<file path="config.mk">
export PLATFORM = sky130hd
export DESIGN_NAME = tsbc_ctrl
export DESIGN_NICKNAME = d
export VERILOG_FILES = /design/src/hdl/tsbc_pkg.sv /design/src/hdl/tsbc_ctrl.sv
export SDC_FILE = /design/constraint.sdc
export NUM_CORES = 1
export LEC_CHECK = 0
export ABC_AREA = 1
export BUFFER_PORTS_ARGS = -buffer_cell sky130_fd_sc_hd__buf_2
export CAP_MARGIN = 25
export CORE_AREA = 2 2 39 41
export CTS_CLUSTER_DIAMETER = 80
export DETAILED_ROUTE_END_ITERATION = 12
export DIE_AREA = 0 0 41 43
export GPL_TIMING_DRIVEN = 0
export PLACE_DENSITY = 0.47
export SLEW_MARGIN = 20
export SYNTH_ARGS = -nofsm -noshare
export SYNTH_HDL_FRONTEND = slang
export SYNTH_SLANG_ARGS = --single-unit
</file>
<file path="constraint.sdc">
create_clock -name clk -period 1.2 [get_ports clk]
set_input_delay 0.24 -clock clk [delete_from_list [all_inputs] [get_ports clk]]
set_output_delay 0.24 -clock clk [all_outputs]
set_load 0.02 [all_outputs]
</file>
<file path="src/hdl/tsbc_pkg.sv">
// Shared types and constants for the byte two-square cipher core.
// No dependencies; used by every module in hdl/ except tsbc_ram.
`timescale 1ns / 1ps
`default_nettype none
package tsbc_pkg;

  localparam int SQUARE_SIDE = 16;
  localparam int CELLS       = SQUARE_SIDE * SQUARE_SIDE;
  localparam int CELL_W      = $clog2(CELLS);
  localparam int SIDE_W      = $clog2(SQUARE_SIDE);
  localparam int BYTE_W      = 8;
  localparam int KEY_BYTES   = 32;
  localparam int KEY_BYTE_W  = $clog2(KEY_BYTES);
  localparam int KEY_WORDS   = 4;
  localparam int KEY_WORD_W  = 64;
  localparam int CFG_IDX_W   = $clog2(KEY_WORDS);

  typedef enum logic {
    OP_ENCRYPT = 1'b0,
    OP_DECRYPT = 1'b1
  } op_t;

  typedef enum logic {
    STATUS_OK          = 1'b0,
    STATUS_LONE_DECRYPT = 1'b1
  } status_t;

  typedef enum logic [2:0] {
    ST_CLEAR,
    ST_KEY,
    ST_FILL,
    ST_IDLE,
    ST_LOOK,
    ST_OUT
  } ctrl_state_t;

  typedef struct packed {
    logic build_clear;
    logic key_step;
    logic fill_step;
    logic accept;
    logic look;
    logic load_out;
  } dp_cmd_t;

  typedef struct packed {
    logic key_last;
    logic fill_last;
    logic key_changed;
    logic out_free;
  } dp_status_t;

endpackage
`default_nettype wire

</file>
<file path="src/hdl/tsbc_ctrl.sv">
// Controller: sequences the table build and the per-pair lookups.
// Depends on tsbc_pkg.
`timescale 1ns / 1ps
`default_nettype none
module tsbc_ctrl (
  input  wire logic                 clk,
  input  wire logic                 rst_n,
  input  wire logic                 in_tvalid,
  output logic                      in_tready,
  input  wire tsbc_pkg::dp_status_t status,
  output tsbc_pkg::dp_cmd_t         cmd
);

  tsbc_pkg::ctrl_state_t state_r, state_nxt;

  always_ff @(posedge clk) begin
    if (!rst_n) begin
      state_r <= tsbc_pkg::ST_CLEAR;
    end else begin
      state_r <= state_nxt;
    end
  end

  always_comb begin
    state_nxt = state_r;
    cmd       = '0;
    in_tready = 1'b0;
    unique case (state_r)
      tsbc_pkg::ST_CLEAR: begin
        cmd.build_clear = 1'b1;
        state_nxt       = tsbc_pkg::ST_KEY;
      end
      tsbc_pkg::ST_KEY: begin
        cmd.key_step = 1'b1;
        if (status.key_last) begin
          state_nxt = tsbc_pkg::ST_FILL;
        end
      end
      tsbc_pkg::ST_FILL: begin
        cmd.fill_step = 1'b1;
        if (status.fill_last) begin
          state_nxt = tsbc_pkg::ST_IDLE;
        end
      end
      tsbc_pkg::ST_IDLE: begin
        in_tready  = 1'b1;
        cmd.accept = in_tvalid;
        if (in_tvalid) begin
          state_nxt = tsbc_pkg::ST_LOOK;
        end
      end
      tsbc_pkg::ST_LOOK: begin
        cmd.look  = 1'b1;
        state_nxt = tsbc_pkg::ST_OUT;
      end
      tsbc_pkg::ST_OUT: begin
        cmd.load_out = status.out_free;
        if (status.out_free) begin
          state_nxt = tsbc_pkg::ST_IDLE;
        end
      end
      default: begin
        state_nxt = tsbc_pkg::ST_CLEAR;
      end
    endcase
    // rebuild after any key write
    if (status.key_changed) begin
      state_nxt = tsbc_pkg::ST_CLEAR;
    end
  end

endmodule
`default_nettype wire

</file>
# Yosys cells after proc, flatten, opt, wreduce, memory -nomap -nowiden
# Cells that the tools add are included.
# totals
ff_bits	3
inputBits	7
wordCells	26
# classes
eq_ne	9
mux	12
bitwise	1
reduce_logical	3
# op_table
cell	count
3-bit case mux with 6 select lines	1
3-bit two-way mux	4
2-bit != test, second input constant	4
1-bit two-way mux	7
3-bit by 2-bit equality test with 1-bit output, second input constant	2
3-bit equality test, second input constant	2
4-bit AND reduction	1
3-bit by 1-bit equality test with 1-bit output, second input constant	1
3-bit zero test	1
2-bit OR reduction	1
1-bit inverter	1

# Longest topological paths before layout
# logic_depth
word_depth	3
depth_mapped	9

# Worst setup path after synthesis
# Ideal clock, no wire load.
# synth_path
path_kind	flip-flop to output port
start	reg state_r[0]
end	out cmd[4] (netlist bit)
arrival_time_ns	0.946
slack_ns	0.014
stages_incl_launch_ff	4
path_buffers	1
cell_sequence	dfxtp_1 -> buf_6 -> inv_2 -> nor3_1
# synth_rtl
element	line_no	source
start: declaration	tsbc_ctrl.sv:14	tsbc_pkg::ctrl_state_t state_r, state_nxt;
start signal: assignment	tsbc_ctrl.sv:18	state_r <= tsbc_pkg::ST_CLEAR;
start signal: assignment	tsbc_ctrl.sv:20	state_r <= state_nxt;
end: declaration	tsbc_ctrl.sv:11	output tsbc_pkg::dp_cmd_t cmd

==> results.py <==
metrics = {
    "die": {
        "pin_count": 14,
        "die_h_um": 43,
        "fp.dieArea_um2": 1760,
        "row_count": 14,
        "start_util_pct": 23.6,
        "core_area_um2": 1380,
        "die_w_um": 41,
    },
    "setup_path": {
        "cp_max_fo": 5,
        "crit_top_cell": "buf_6",
        "startpoint_type": "flip-flop",
        "cp_data_arrival_time_ns": 1.05,
        "worstRegToRegCells": 9,
        "slowest_stage": "dfxtp_2",
        "crit_path_max_incr_delay_ns": 0.33,
        "criticalPathCategory": "flip-flop to primary output",
        "critPathRequiredTime_ns": 0.96,
        "crit_path_end_kind": "primary output",
        "crit_chain": "buf_6 -> nor3_4 -> buf_6",
    },
    "place": {
        "placed_area_um2": 412,
        "port_buffers": 13,
        "place_congestion": 0.716,
        "dp_hpwl_um": 529,
        "dp.cells": 80,
    },
    "cells_and_area": {
        "finalInstanceArea_um2": 562,
        "fin_util_pct": 40.6,
        "finalNetCount": 81,
        "drive_gt1_share_pct": 63.0,
        "largest_reg_flops": 3,
        "diodes": 0,
        "fin_cells": 89,
        "areaGrowthSynthToFinish_pct": 72.0,
        "regMostFlops": "state_r",
        "reg_top3": "state_r x3",
    },
    "logic_synthesis": {
        "synth_enable_flop_cells": 0,
        "async_flop_share_pct": 0,
        "synth_cell_types": 18,
        "synth_area_um2": 327,
        "ys.flop_type": "dfxtp_1",
        "syn_area_per_cell_um2": 6.40,
        "yosysSeqAreaShare_pct": 18.4,
        "syn_inst": 51,
        "yosys_register_bits": 3,
        "synth_warnings": 0,
        "synth_top_area_cell": "dfxtp_1",
        "syn_nets": 58,
        "synth.top_cell.area_share_pct": 18.4,
        "synthTopCellsByArea": "dfxtp_1 (18%), nor2_1 (13%), buf_6 (10%), inv_1 (6.9%), nand2_1 (6.9%)",
        "synth_most_common_cell": "nor2_1",
        "synth_common_cells": "nor2_1 (11), inv_1 (6), nand2_1 (6)",
    },
    "routing": {
        "firstDrtPassIters": 1,
        "wirelength_um": 768,
        "drt_iter0_drc": 0,
        "drc": 0,
        "wl_per_cell_um": 8.63,
        "postRouteAntennaNets": 0,
        "vias": 366,
        "viasPerCell": 4.11,
    },
    "global_route": {
        "met1_usage_pct": 11.9,
        "grt_max_degree": 9,
        "grt-ovfl-total": 0,
        "met3_usage_pct": 4.71,
        "busiest_layer": "met2",
        "grt_pass1_wl_um": 1260,
        "grt_usage_pct": 10.5,
        "grtUsageMet2_pct": 16.6,
        "grt_pass1_vias": 332,
        "antenna_found_initial": 0,
    },
    "hold_path": {
        "whs_path_depth": 4,
        "worstHoldPathType": "input pin to flip-flop",
    },
    "clock_tree": {
        "cts_made_buffers": 3,
        "postCtsHoldBufs": 0,
        "clk_path_buf_depth": 2,
        "cts-root-buf": "clkbuf_4",
        "clk_latency_ns": 0.23,
        "cts_sinks": 3,
        "h-tree-depth": 1,
        "clk_pin_slew_ns": 0.03,
        "cts_tree": "built",
    },
    "pwr": {
        "leakagePower_nw": 0.261,
        "power_uw": 443,
        "vdd_drop_max_uv": 338,
        "p_per_area_nw_per_um2": 788,
    },
    "timing": {
        "finalSetupViolCount": 7,
        "tightest_slew_ns": 0.182,
        "maxSlewHeadroom_pct": 87.9,
        "fin_ws_ns": -0.0856,
        "timing.hold.ws_ns": 0.270,
        "min_period_ns": 1.29,
        "drv_slew": 0,
        "rsz0062_at_grt": "yes",
        "period_share_pct": 107,
        "hold_viol": 0,
        "skew_ns": 0.000449,
        "fmax_mhz": 778,
    },
    "outcome": {
        "violations": "negative setup slack",
        "outcome": "finished with violations",
    },
    "run": {
        "maxCapViolCount": 0,
    },
}
final timing paths:
| check | slack (ns) | end | start |
|---|---|---|---|
| min | 0.27 | state_r[2]$_SDFFE_PP0P_ | status[1] |
| max | -0.09 | cmd[3] | state_r[2]$_SDFFE_PP0P_ |
| max reg2reg | 0.01 | state_r[1]$_SDFFE_PP0P_ | state_r[0]$_SDFFE_PP0P_ |
| min reg2reg | 0.60 | state_r[1]$_SDFFE_PP0P_ | state_r[1]$_SDFFE_PP0P_ |
worst max-delay path, delay by kind of cell, from the launching register on:
family	cells	cell delay [ns]
buffers and inverters	2	0.28
and+or+nand+nor	1	0.20
DFF	1	0.33
report_power, final:
part,switching [mW],internal [mW],total [mW]
combinational,0.0824,0.0677,0.150
sequential,0.0130,0.107,0.120
clock,0.0487,0.124,0.173
total,0.144,0.299,0.443
layout make-up:
type                    instances  area, um2
repair buffers                 19        138
well taps                      16       20.0
multi-input cells              36        245
plain buffers                   2       22.5
clock buffers                   4       26.3
fillers                       152        822
flip-flops and latches          3       66.3
inverters                       9       43.8
cell families (layout without fill, tap and decap cells):
group | Yosys count | in the layout | synth area share, %
AND/OR/NAND/NOR | 32 | 32 | 53.6
AO/OA/AOI/OAI | 4 | 4 | 7.28
flip-flops | 3 | 3 | 18.4
buffers and inverters | 12 | 34 | 20.7
timing repair:
item	4_1_cts	5_1_grt
gates cloned	2	0
gates resized for setup	20	10
endpoints found under the setup margin	7	10
pin swaps	3	1
buffers inserted	4	0
layer usage:
layer	vias to the layer above	share of wire (%)
li1	203	-
met1	155	44
met2	8	53
met3	0	3.4
met4	0	0
met5	-	0
layout by cell type (no fill, tap or decap), types with 2 or more instances in the layout:
cell type and count:
nor2_2 4, clkbuf_4 3, a21oi_1 2, nor2_4 3, nand2_1 4, nand3_4 2
buf_6 6, nor3_1 2, nor2_1 8, dfxtp_2 2, buf_2 8, nand2_2 3
inv_1 6, buf_4 7, nand3_1 2
metrics by stage:
step	setup slack [ns]	setup TNS (ns)
6_report	-0.0856	-0.411
5_1_grt	-0.129	-1.03
4_1_cts	-0.0975	-0.594
3_5_place_dp	0.108	0
3_3_place_gp	0.117	0
2_1_floorplan	0.0144	0
Note: power is estimated with default switching activity, not from simulation.
